==> config.mk <==
export PLATFORM = sky130hd
export DESIGN_NAME = newline_normalize_tab_expand
export DESIGN_NICKNAME = d
export VERILOG_FILES = /design/src/hw/rtl/nlte_pkg.sv /design/src/hw/rtl/nlte_front.sv /design/src/hw/rtl/nlte_fifo.sv /design/src/hw/rtl/nlte_back.sv /design/src/hw/rtl/newline_normalize_tab_expand.sv
export SDC_FILE = /design/constraint.sdc
export NUM_CORES = 1
export LEC_CHECK = 0
export BUFFER_PORTS_ARGS = -buffer_cell sky130_fd_sc_hd__clkbuf_2
export CAP_MARGIN = 20
export CORE_MARGIN = 1
export CORE_UTILIZATION = 30
export CTS_CLUSTER_DIAMETER = 150
export CTS_CLUSTER_SIZE = 10
export DETAILED_ROUTE_END_ITERATION = 8
export HOLD_SLACK_MARGIN = 0.15
export MAX_ROUTING_LAYER = met4
export SYNTH_ARGS = -nofsm -noshare
export SYNTH_HDL_FRONTEND = slang
export SYNTH_HIERARCHICAL = 1
export SYNTH_SLANG_ARGS = --single-unit
export TNS_END_PERCENT = 30
==> constraint.sdc <==
create_clock -name i_clk -period 7.2 [get_ports i_clk]
set_clock_uncertainty 0.15 [all_clocks]
set_input_delay 1.44 -clock i_clk [delete_from_list [all_inputs] [get_ports i_clk]]
set_output_delay 1.44 -clock i_clk [all_outputs]
set_load 0.05 [all_outputs]
==> src/hw/rtl/nlte_pkg.sv <==
`timescale 1ns / 1ps
`default_nettype none

package nlte_pkg;

    // Largest tab stop distance; tab_size above it saturates.
    localparam int MAX_TAB  = 32;
    localparam int PHASE_W  = (MAX_TAB > 1) ? $clog2(MAX_TAB) : 1;
    localparam int ETAB_W   = $clog2(MAX_TAB + 1);
    localparam int TABCFG_W = 6;

    // Command queue between classifier and emitter.
    localparam int QDEPTH = 2;
    localparam int QPTR_W = (QDEPTH > 1) ? $clog2(QDEPTH) : 1;
    localparam int QCNT_W = $clog2(QDEPTH + 1);

    localparam logic [7:0] CHAR_CR    = 8'd13;
    localparam logic [7:0] CHAR_LF    = 8'd10;
    localparam logic [7:0] CHAR_TAB   = 8'd9;
    localparam logic [7:0] CHAR_SPACE = 8'd32;

    typedef enum logic [1:0] {
        STYLE_CR   = 2'd0,
        STYLE_LF   = 2'd1,
        STYLE_CRLF = 2'd2,
        STYLE_ANY  = 2'd3
    } t_style;

    typedef enum logic [1:0] {
        CFG_LINE_STYLE    = 2'd0,
        CFG_PRESERVE_TABS = 2'd1,
        CFG_TAB_SIZE      = 2'd2
    } t_cfg_idx;

    // Main action of one command; a CR prefix is a separate flag.
    typedef enum logic [1:0] {
        OP_NONE = 2'd0,
        OP_CHAR = 2'd1,
        OP_TAB  = 2'd2,
        OP_NL   = 2'd3
    } t_op;

    typedef struct packed {
        logic       pre_cr;
        t_op        op;
        logic [7:0] ch;
    } t_cmd;

    // Effective tab size: zero reads as 1, large values saturate.
    function automatic logic [ETAB_W-1:0] eff_tab(input logic [TABCFG_W-1:0] tsz);
        logic [ETAB_W-1:0] t;
        if (tsz == '0) begin
            t = ETAB_W'(1);
        end else if (32'(tsz) > 32'(MAX_TAB)) begin
            t = ETAB_W'(MAX_TAB);
        end else begin
            t = ETAB_W'(tsz);
        end
        return t;
    endfunction

endpackage

`default_nettype wire

==> src/hw/rtl/nlte_front.sv <==
`timescale 1ns / 1ps
`default_nettype none

module nlte_front
    import nlte_pkg::*;
(
    input  wire logic       i_clk,
    input  wire logic       i_rst_n,
    input  wire logic       i_accept,
    input  wire logic [7:0] i_data_byte,
    input  wire logic       i_end_of_input,
    input  wire t_style     i_line_style,
    input  wire logic       i_preserve_tabs,
    output t_cmd            o_cmd,
    output logic            o_push
);

    logic r_crp;
    logic r_ne;
    logic n_crp;
    logic n_ne;
    t_op  ap_op;
    t_cmd cmd;
    logic has;

    assign ap_op = (i_data_byte == CHAR_TAB && !i_preserve_tabs) ? OP_TAB : OP_CHAR;

    always_comb begin
        n_crp      = r_crp;
        n_ne       = r_ne;
        cmd.pre_cr = 1'b0;
        cmd.op     = OP_NONE;
        cmd.ch     = i_data_byte;
        if (i_end_of_input) begin
            cmd.pre_cr = (i_line_style == STYLE_CRLF) && r_crp;
            cmd.op     = (r_ne || cmd.pre_cr) ? OP_NL : OP_NONE;
            n_crp      = 1'b0;
        end else begin
            unique case (i_line_style)
                STYLE_CR: begin
                    n_crp  = 1'b0;
                    cmd.op = (i_data_byte == CHAR_CR) ? OP_NL : ap_op;
                end
                STYLE_LF: begin
                    n_crp  = 1'b0;
                    cmd.op = (i_data_byte == CHAR_LF) ? OP_NL : ap_op;
                end
                STYLE_CRLF: begin
                    n_crp = 1'b0;
                    if (r_crp && i_data_byte == CHAR_LF) begin
                        cmd.op = OP_NL;
                    end else begin
                        // held CR that was not followed by LF goes out as a char
                        cmd.pre_cr = r_crp;
                        if (i_data_byte == CHAR_CR) begin
                            n_crp = 1'b1;
                        end else begin
                            cmd.op = ap_op;
                        end
                    end
                end
                STYLE_ANY: begin
                    n_crp = 1'b0;
                    if (r_crp && i_data_byte == CHAR_LF) begin
                        cmd.op = OP_NONE;    // second half of CR LF
                    end else if (i_data_byte == CHAR_LF) begin
                        cmd.op = OP_NL;
                    end else if (i_data_byte == CHAR_CR) begin
                        cmd.op = OP_NL;
                        n_crp  = 1'b1;
                    end else begin
                        cmd.op = ap_op;
                    end
                end
                default: begin
                    cmd.op = OP_NONE;
                end
            endcase
        end
        has = cmd.pre_cr || (cmd.op != OP_NONE);
        if (i_end_of_input) begin
            n_ne = 1'b0;
        end else if (has) begin
            n_ne = (cmd.op != OP_NL);
        end
    end

    always_ff @(posedge i_clk) begin
        if (!i_rst_n) begin
            r_crp <= 1'b0;
            r_ne  <= 1'b0;
        end else if (i_accept) begin
            r_crp <= n_crp;
            r_ne  <= n_ne;
        end
    end

    assign o_cmd  = cmd;
    assign o_push = i_accept && has;

    a_nl_clears_line: assert property (@(posedge i_clk) disable iff (!i_rst_n)
        (o_push && cmd.op == OP_NL) |=> !r_ne)
        else $error("line still marked non-empty after newline");

endmodule

`default_nettype wire

==> src/hw/rtl/nlte_fifo.sv <==
`timescale 1ns / 1ps
`default_nettype none

module nlte_fifo
    import nlte_pkg::*;
(
    input  wire logic i_clk,
    input  wire logic i_rst_n,
    input  wire logic i_push,
    input  wire t_cmd i_cmd,
    input  wire logic i_pop,
    output t_cmd      o_head,
    output logic      o_head_valid,
    output logic      o_full
);

    t_cmd              r_mem [QDEPTH];
    logic [QPTR_W-1:0] r_wptr;
    logic [QPTR_W-1:0] r_rptr;
    logic [QCNT_W-1:0] r_count;
    logic              do_pop;

    function automatic logic [QPTR_W-1:0] ptr_inc(input logic [QPTR_W-1:0] p);
        return (32'(p) == QDEPTH - 1) ? '0 : QPTR_W'(32'(p) + 1);
    endfunction

    assign do_pop = i_pop && (r_count != '0);

    always_ff @(posedge i_clk) begin
        if (i_push) begin
            r_mem[r_wptr] <= i_cmd;
        end
    end

    always_ff @(posedge i_clk) begin
        if (!i_rst_n) begin
            r_wptr  <= '0;
            r_rptr  <= '0;
            r_count <= '0;
        end else begin
            if (i_push) begin
                r_wptr <= ptr_inc(r_wptr);
            end
            if (do_pop) begin
                r_rptr <= ptr_inc(r_rptr);
            end
            if (i_push && !do_pop) begin
                r_count <= r_count + QCNT_W'(1);
            end else if (!i_push && do_pop) begin
                r_count <= r_count - QCNT_W'(1);
            end
        end
    end

    assign o_head       = r_mem[r_rptr];
    assign o_head_valid = (r_count != '0);
    assign o_full       = (32'(r_count) == QDEPTH);

    a_no_overflow: assert property (@(posedge i_clk) disable iff (!i_rst_n)
        i_push |-> !o_full)
        else $error("push into full command queue");

    a_no_underflow: assert property (@(posedge i_clk) disable iff (!i_rst_n)
        i_pop |-> o_head_valid)
        else $error("pop from empty command queue");

endmodule

`default_nettype wire

==> src/hw/rtl/nlte_back.sv <==
`timescale 1ns / 1ps
`default_nettype none

module nlte_back
    import nlte_pkg::*;
(
    input  wire logic              i_clk,
    input  wire logic              i_rst_n,
    input  wire t_cmd              i_head,
    input  wire logic              i_head_valid,
    output logic                   o_pop,
    input  wire logic [ETAB_W-1:0] i_tab_eff,
    output logic                   o_valid,
    input  wire logic              i_stall,
    output logic [7:0]             o_out_char,
    output logic                   o_newline,
    output logic                   o_last
);

    logic [PHASE_W-1:0] r_phase;
    logic [PHASE_W-1:0] n_phase;
    logic               r_pre_done;
    logic               n_pre_done;
    logic               r_ovalid;
    logic [7:0]         r_char;
    logic               r_nl;
    logic               r_last;

    logic [ETAB_W-1:0]  phase_ext;
    logic [ETAB_W-1:0]  inc;
    logic               wrap;
    logic [PHASE_W-1:0] phase_chr;
    logic               norm;
    logic               out_free;
    logic               emit;
    logic               pop;
    logic [7:0]         e_char;
    logic               e_nl;
    logic               e_last;
    logic               in_pre;

    assign phase_ext = ETAB_W'(r_phase);
    assign inc       = phase_ext + ETAB_W'(1);
    assign wrap      = (inc == i_tab_eff);
    assign phase_chr = wrap ? '0 : inc[PHASE_W-1:0];
    // stored phase may exceed a freshly written tab size: reduce it first
    assign norm      = (phase_ext >= i_tab_eff);
    assign out_free  = !r_ovalid || !i_stall;
    assign in_pre    = i_head.pre_cr && !r_pre_done;

    always_comb begin
        n_phase    = r_phase;
        n_pre_done = r_pre_done;
        emit       = 1'b0;
        pop        = 1'b0;
        e_char     = '0;
        e_nl       = 1'b0;
        e_last     = 1'b0;
        if (norm) begin
            n_phase = PHASE_W'(phase_ext - i_tab_eff);
        end else if (i_head_valid && out_free) begin
            emit = 1'b1;
            if (in_pre) begin
                e_char  = CHAR_CR;
                e_last  = (i_head.op == OP_NONE);
                n_phase = phase_chr;
                if (i_head.op == OP_NONE) begin
                    pop = 1'b1;
                end else begin
                    n_pre_done = 1'b1;
                end
            end else begin
                case (i_head.op)
                    OP_CHAR: begin
                        e_char  = i_head.ch;
                        e_last  = 1'b1;
                        n_phase = phase_chr;
                        pop     = 1'b1;
                    end
                    OP_TAB: begin
                        e_char  = CHAR_SPACE;
                        e_last  = wrap;
                        n_phase = phase_chr;
                        pop     = wrap;
                    end
                    OP_NL: begin
                        e_nl    = 1'b1;
                        e_last  = 1'b1;
                        n_phase = '0;
                        pop     = 1'b1;
                    end
                    default: begin
                        emit = 1'b0;
                        pop  = 1'b1;
                    end
                endcase
            end
            if (pop) begin
                n_pre_done = 1'b0;
            end
        end
    end

    always_ff @(posedge i_clk) begin
        if (!i_rst_n) begin
            r_phase    <= '0;
            r_pre_done <= 1'b0;
            r_ovalid   <= 1'b0;
        end else begin
            r_phase    <= n_phase;
            r_pre_done <= n_pre_done;
            if (out_free) begin
                r_ovalid <= emit;
            end
        end
    end

    always_ff @(posedge i_clk) begin
        if (out_free && emit) begin
            r_char <= e_char;
            r_nl   <= e_nl;
            r_last <= e_last;
        end
    end

    assign o_pop      = pop;
    assign o_valid    = r_ovalid;
    assign o_out_char = r_char;
    assign o_newline  = r_nl;
    assign o_last     = r_last;

    a_tab_ends_on_stop: assert property (@(posedge i_clk) disable iff (!i_rst_n)
        (pop && !in_pre && i_head.op == OP_TAB) |=> (r_phase == '0))
        else $error("tab expansion did not end on a tab stop");

endmodule

`default_nettype wire

==> src/hw/rtl/newline_normalize_tab_expand.sv <==
`timescale 1ns / 1ps
`default_nettype none

// Channel   Direction  Handshake               Payload
// input     in         i_valid / o_stall       i_data_byte, i_end_of_input
// output    out        o_valid / i_stall       o_out_char, o_newline, o_last
// config    in         i_cfg_valid / o_cfg_ready  i_cfg_index, i_cfg_data
//
// A byte is classified in the cycle it is taken and becomes one command in a
// two-entry queue; o_stall is high only while that queue is full.
// The emitter produces one result per cycle unless i_stall holds it: a plain
// byte or newline gives one result, a tab one space per result (up to the tab
// size), a held CR one more. After tab_size shrinks mid-line, the column phase
// is reduced by one subtraction per cycle before the next result.
// Synchronous active-low reset; it restores line_style 3, tab expansion on,
// tab size 8, and an empty line. The output register holds under i_stall.

module newline_normalize_tab_expand
    import nlte_pkg::*;
(
    input  wire logic                i_clk,
    input  wire logic                i_rst_n,
    // input bytes
    input  wire logic                i_valid,
    output logic                     o_stall,
    input  wire logic [7:0]          i_data_byte,
    input  wire logic                i_end_of_input,
    // results
    output logic                     o_valid,
    input  wire logic                i_stall,
    output logic [7:0]               o_out_char,
    output logic                     o_newline,
    output logic                     o_last,
    // register writes
    input  wire logic                i_cfg_valid,
    output logic                     o_cfg_ready,
    input  wire logic [1:0]          i_cfg_index,
    input  wire logic [TABCFG_W-1:0] i_cfg_data
);

    t_style               r_line_style;
    logic                 r_preserve_tabs;
    logic [TABCFG_W-1:0]  r_tab_size;
    logic [ETAB_W-1:0]    tab_eff;

    logic                 accept;
    logic                 push;
    t_cmd                 cmd;
    t_cmd                 head;
    logic                 head_valid;
    logic                 pop;
    logic                 full;

    // Register file: always ready, one write per transfer.
    assign o_cfg_ready = 1'b1;

    always_ff @(posedge i_clk) begin
        if (!i_rst_n) begin
            r_line_style    <= STYLE_ANY;
            r_preserve_tabs <= 1'b0;
            r_tab_size      <= TABCFG_W'(8);
        end else if (i_cfg_valid) begin
            unique case (i_cfg_index)
                CFG_LINE_STYLE:    r_line_style    <= t_style'(i_cfg_data[1:0]);
                CFG_PRESERVE_TABS: r_preserve_tabs <= i_cfg_data[0];
                CFG_TAB_SIZE:      r_tab_size      <= i_cfg_data;
                default: begin
                    // index beyond the register list: ignored
                end
            endcase
        end
    end

    assign tab_eff = eff_tab(r_tab_size);

    assign o_stall = full;
    assign accept  = i_valid && !full;

    // Front end: line-ending state and command build.
    nlte_front u_front (
        .i_clk           (i_clk),
        .i_rst_n         (i_rst_n),
        .i_accept        (accept),
        .i_data_byte     (i_data_byte),
        .i_end_of_input  (i_end_of_input),
        .i_line_style    (r_line_style),
        .i_preserve_tabs (r_preserve_tabs),
        .o_cmd           (cmd),
        .o_push          (push)
    );

    // Decouples byte intake from multi-cycle tab runs.
    nlte_fifo u_fifo (
        .i_clk        (i_clk),
        .i_rst_n      (i_rst_n),
        .i_push       (push),
        .i_cmd        (cmd),
        .i_pop        (pop),
        .o_head       (head),
        .o_head_valid (head_valid),
        .o_full       (full)
    );

    // Back end: column tracking, tab expansion, output register.
    nlte_back u_back (
        .i_clk        (i_clk),
        .i_rst_n      (i_rst_n),
        .i_head       (head),
        .i_head_valid (head_valid),
        .o_pop        (pop),
        .i_tab_eff    (tab_eff),
        .o_valid      (o_valid),
        .i_stall      (i_stall),
        .o_out_char   (o_out_char),
        .o_newline    (o_newline),
        .o_last       (o_last)
    );

endmodule

`default_nettype wire

==> flow_summary.json <==
{
  "critPathMaxFanout": 15,
  "total_leakage_power_nw": 1.300,
  "cts-root-buf": "clkbuf_8",
  "finalSetupViolCount": 0,
  "ant_nets": 0,
  "whs_path_depth": 2,
  "slew_headroom_pct": 31.53,
  "p_switching_mw": 0.4000,
  "vias": 2249,
  "timing.final.crit_share_pct": 57.54,
  "drc_errors": 0,
  "clkPwrFrac_pct": 18.5,
  "clk_pin_slew_ns": 0.10,
  "track_usage_pct": 12.30,
  "powerDensity_nw_per_um2": 292.5,
  "setup_tns_ns": 0,
  "crit_path_start_kind": "flop",
  "outcome": "completed",
  "wl_per_cell_um": 12.87,
  "synth_edf_count": 32,
  "syn2layout_area_growth_pct": 10.63,
  "synth_seq_cells": 55,
  "arrival_ns": 4.25,
  "finalWirelength_um": 6021,
  "vias_per_cell": 4.806,
  "grt-ovfl-total": 0,
  "die_x_um": 103.4,
  "die_area_um2": 10690,
  "fin_nets": 368,
  "clock_latency_ns": 0.32,
  "synth_nets": 345,
  "highest_layer": "met4",
  "dr_wl_met3_um": 317,
  "max_cap_viol_count": 0,
  "hold_class": "flop to flop",
  "tightest_slew_ns": 1.025,
  "place_ws_ns": 2.977,
  "drt_iter0_markers": 113,
  "coreArea_um2": 9864,
  "synthCells": 311,
  "cts_buffers": 5,
  "hold_viol_final": 0,
  "rows": 36,
  "num_io_pins": 35,
  "cts_max_path_buffers": 2,
  "grt_max_degree": 32,
  "cts_tree": "built",
  "antenna_found_initial": 0,
  "mostFrequentLayoutCells": "clkbuf_2 (33), edfxtp_1 (32), nand2_1 (29)",
  "io_buffer_count": 33,
  "power_frac_comb_pct": 38.2,
  "grt_pass1_wl_um": 9867,
  "n_antenna_cell": 0,
  "syn_area_per_cell_um2": 9.913,
  "finalWorstSetupSlack_ns": 3.057,
  "synth-async-reset-ratio_pct": 0,
  "cts_setup_buffers": 0,
  "rsz0062_at_grt": "no",
  "pwr-share-seq_pct": 43.3,
  "synth.distinct_cells": 57,
  "grt_pass1_vias": 2123,
  "firstDrtPassIters": 4,
  "hold_buffers": 0,
  "drive_above_1_share_pct": 17.31,
  "cts_resized": 0,
  "maxSlewViolCount": 0,
  "place.gp.congestion": 0.8635,
  "max_clock_freq_ghz": 0.2414,
  "layout_commonest_cell": "clkbuf_2",
  "start_util_pct": 31.25,
  "route.met2.wl_um": 2707,
  "wl_met1_um": 2924,
  "hpwlAfterDp_um": 4463,
  "clock_sinks": 55,
  "die_h_um": 103.4,
  "critPathKind": "flop to flop",
  "critPathRequiredTime_ns": 7.30,
  "synth_area_um2": 3083,
  "fillers": 1003,
  "p_int_mw": 0.5977,
  "cp-end-kind": "flop",
  "fin_crit_ns": 4.143,
  "r2r_cells": 13,
  "synth_ff_type": "edfxtp_1",
  "peakVddDrop_v": 0.0001054,
  "ys_seq_area_share_pct": 46.10,
  "switching_share_pct": 40.09,
  "synth_warnings": 6,
  "h-tree-depth": 2
}
-- cells by family (layout without fill, tap and decap cells) --
logic type | after synthesis | in the layout | synth area share (%)
AND/OR/NAND/NOR | 115 | 115 | 20.78
AO/OA/AOI/OAI | 61 | 61 | 12.83
flip-flops | 55 | 55 | 46.10
buffers and inverters | 39 | 63 | 5.966
multiplexers | 17 | 17 | 5.966
adder cells (fa/ha/maj) | 12 | 12 | 5.114
XOR/XNOR | 11 | 11 | 3.125
other | 1 | 1 | 0.1216
-- critical path: stages (launching register included) --
cell and delay, ns:
dfxtp_1 0.34, or4_1 0.53, a21oi_1 0.20, ha_1 0.21
fa_1 0.19, nor2b_1 0.07, o31ai_1 0.29, a21o_1 0.45
nand3_1 0.30, a311oi_1 0.36, o21ai_1 0.17, ha_1 0.34
or3_1 0.35, a21boi_1 0.14
-- layout make-up --
cell class / count / area, um2 / share of cell area, %
Sequential cell: 55 / 1421 / 41.67
Timing Repair Buffer: 33 / 165.2 / 4.842
Clock inverter: 3 / 28.78 / 0.8437
Inverter: 22 / 82.58 / 2.421
Multi-Input combinational cell: 217 / 1478 / 43.32
Tap cell: 133 / 166.4 / 4.879
Clock buffer: 5 / 68.82 / 2.018
-- through the flow --
stage / util, % / power [mW] / hold WS, ns / cells / area [um2]
after floorplan: - / 0.7317 / 0.2847 / 311 / 3083
after global placement: 33.59 / 0.8095 / 0.2958 / 460 / 3313
after detailed placement: 33.59 / 0.8167 / 0.3077 / 460 / 3313
after CTS: 34.58 / 1.002 / 0.3230 / 468 / 3411
after global routing: 34.58 / 1.059 / 0.3659 / 468 / 3411
final: 34.58 / 0.9977 / 0.3162 / 468 / 3411
-- synthesized netlist by cell type, types with 6 or more instances --
| cell | instances | share of area (%) |
|---|---|---|
| nor3_1 | 6 | 0.97 |
| ha_1 | 11 | 4.5 |
| buf_4 | 9 | 2.2 |
| nand2_1 | 29 | 3.5 |
| nor2b_1 | 13 | 2.6 |
| xnor2_1 | 6 | 1.7 |
| edfxtp_1 | 32 | 31 |
| dfxtp_1 | 23 | 15 |
| mux2i_1 | 6 | 1.9 |
| nand2b_1 | 6 | 1.2 |
| a21oi_1 | 14 | 2.3 |
| o21ai_0 | 12 | 1.9 |
| mux2_2 | 11 | 4.0 |
| nor2_1 | 17 | 2.1 |
| nand3_1 | 12 | 1.9 |
| inv_1 | 22 | 2.7 |
-- sequential cells by signal (all words and copies together), names as in the netlist, 2 cells and up, named ones only --
| register | flops |
|---|---|
| u_back/o_out_char | 8 |
| u_fifo/r_mem | 22 |
| r_tab_size | 6 |
| r_line_style | 2 |
| u_back/r_phase | 5 |
| u_fifo/r_count | 2 |
-- final timing paths --
kind	slack, ns	from	end
setup / recovery	3.06	r_tab_size[2]$_SDFFE_PN0P_	u_fifo/r_count[1]$_SDFFE_PN0P_
hold / removal	0.32	r_tab_size[0]$_SDFFE_PN0P_	r_tab_size[0]$_SDFFE_PN0P_
setup reg to reg	3.06	r_tab_size[2]$_SDFFE_PN0P_	u_fifo/r_count[1]$_SDFFE_PN0P_
hold reg to reg	0.32	r_tab_size[0]$_SDFFE_PN0P_	r_tab_size[0]$_SDFFE_PN0P_
-- power groups by stage --
stage / Clock [mW] / Combinational, mW / Sequential, mW
4_1_cts: 0.190 / 0.380 / 0.432
3_3_place_gp: 0 / 0.372 / 0.438
5_1_grt: 0.200 / 0.419 / 0.440
2_1_floorplan: 0 / 0.245 / 0.487
6_report: 0.185 / 0.381 / 0.432
3_5_place_dp: 0 / 0.378 / 0.439
-- layer usage --
metal | vias to the layer above | global-route usage (%)
met5 | - | -
met4 | 0 | 3.792
met3 | 5 | 2.890
met2 | 55 | 18.85
met1 | 1039 | 16.09
li1 | 1150 | -
No activity file was read; power rests on OpenSTA's default activity.
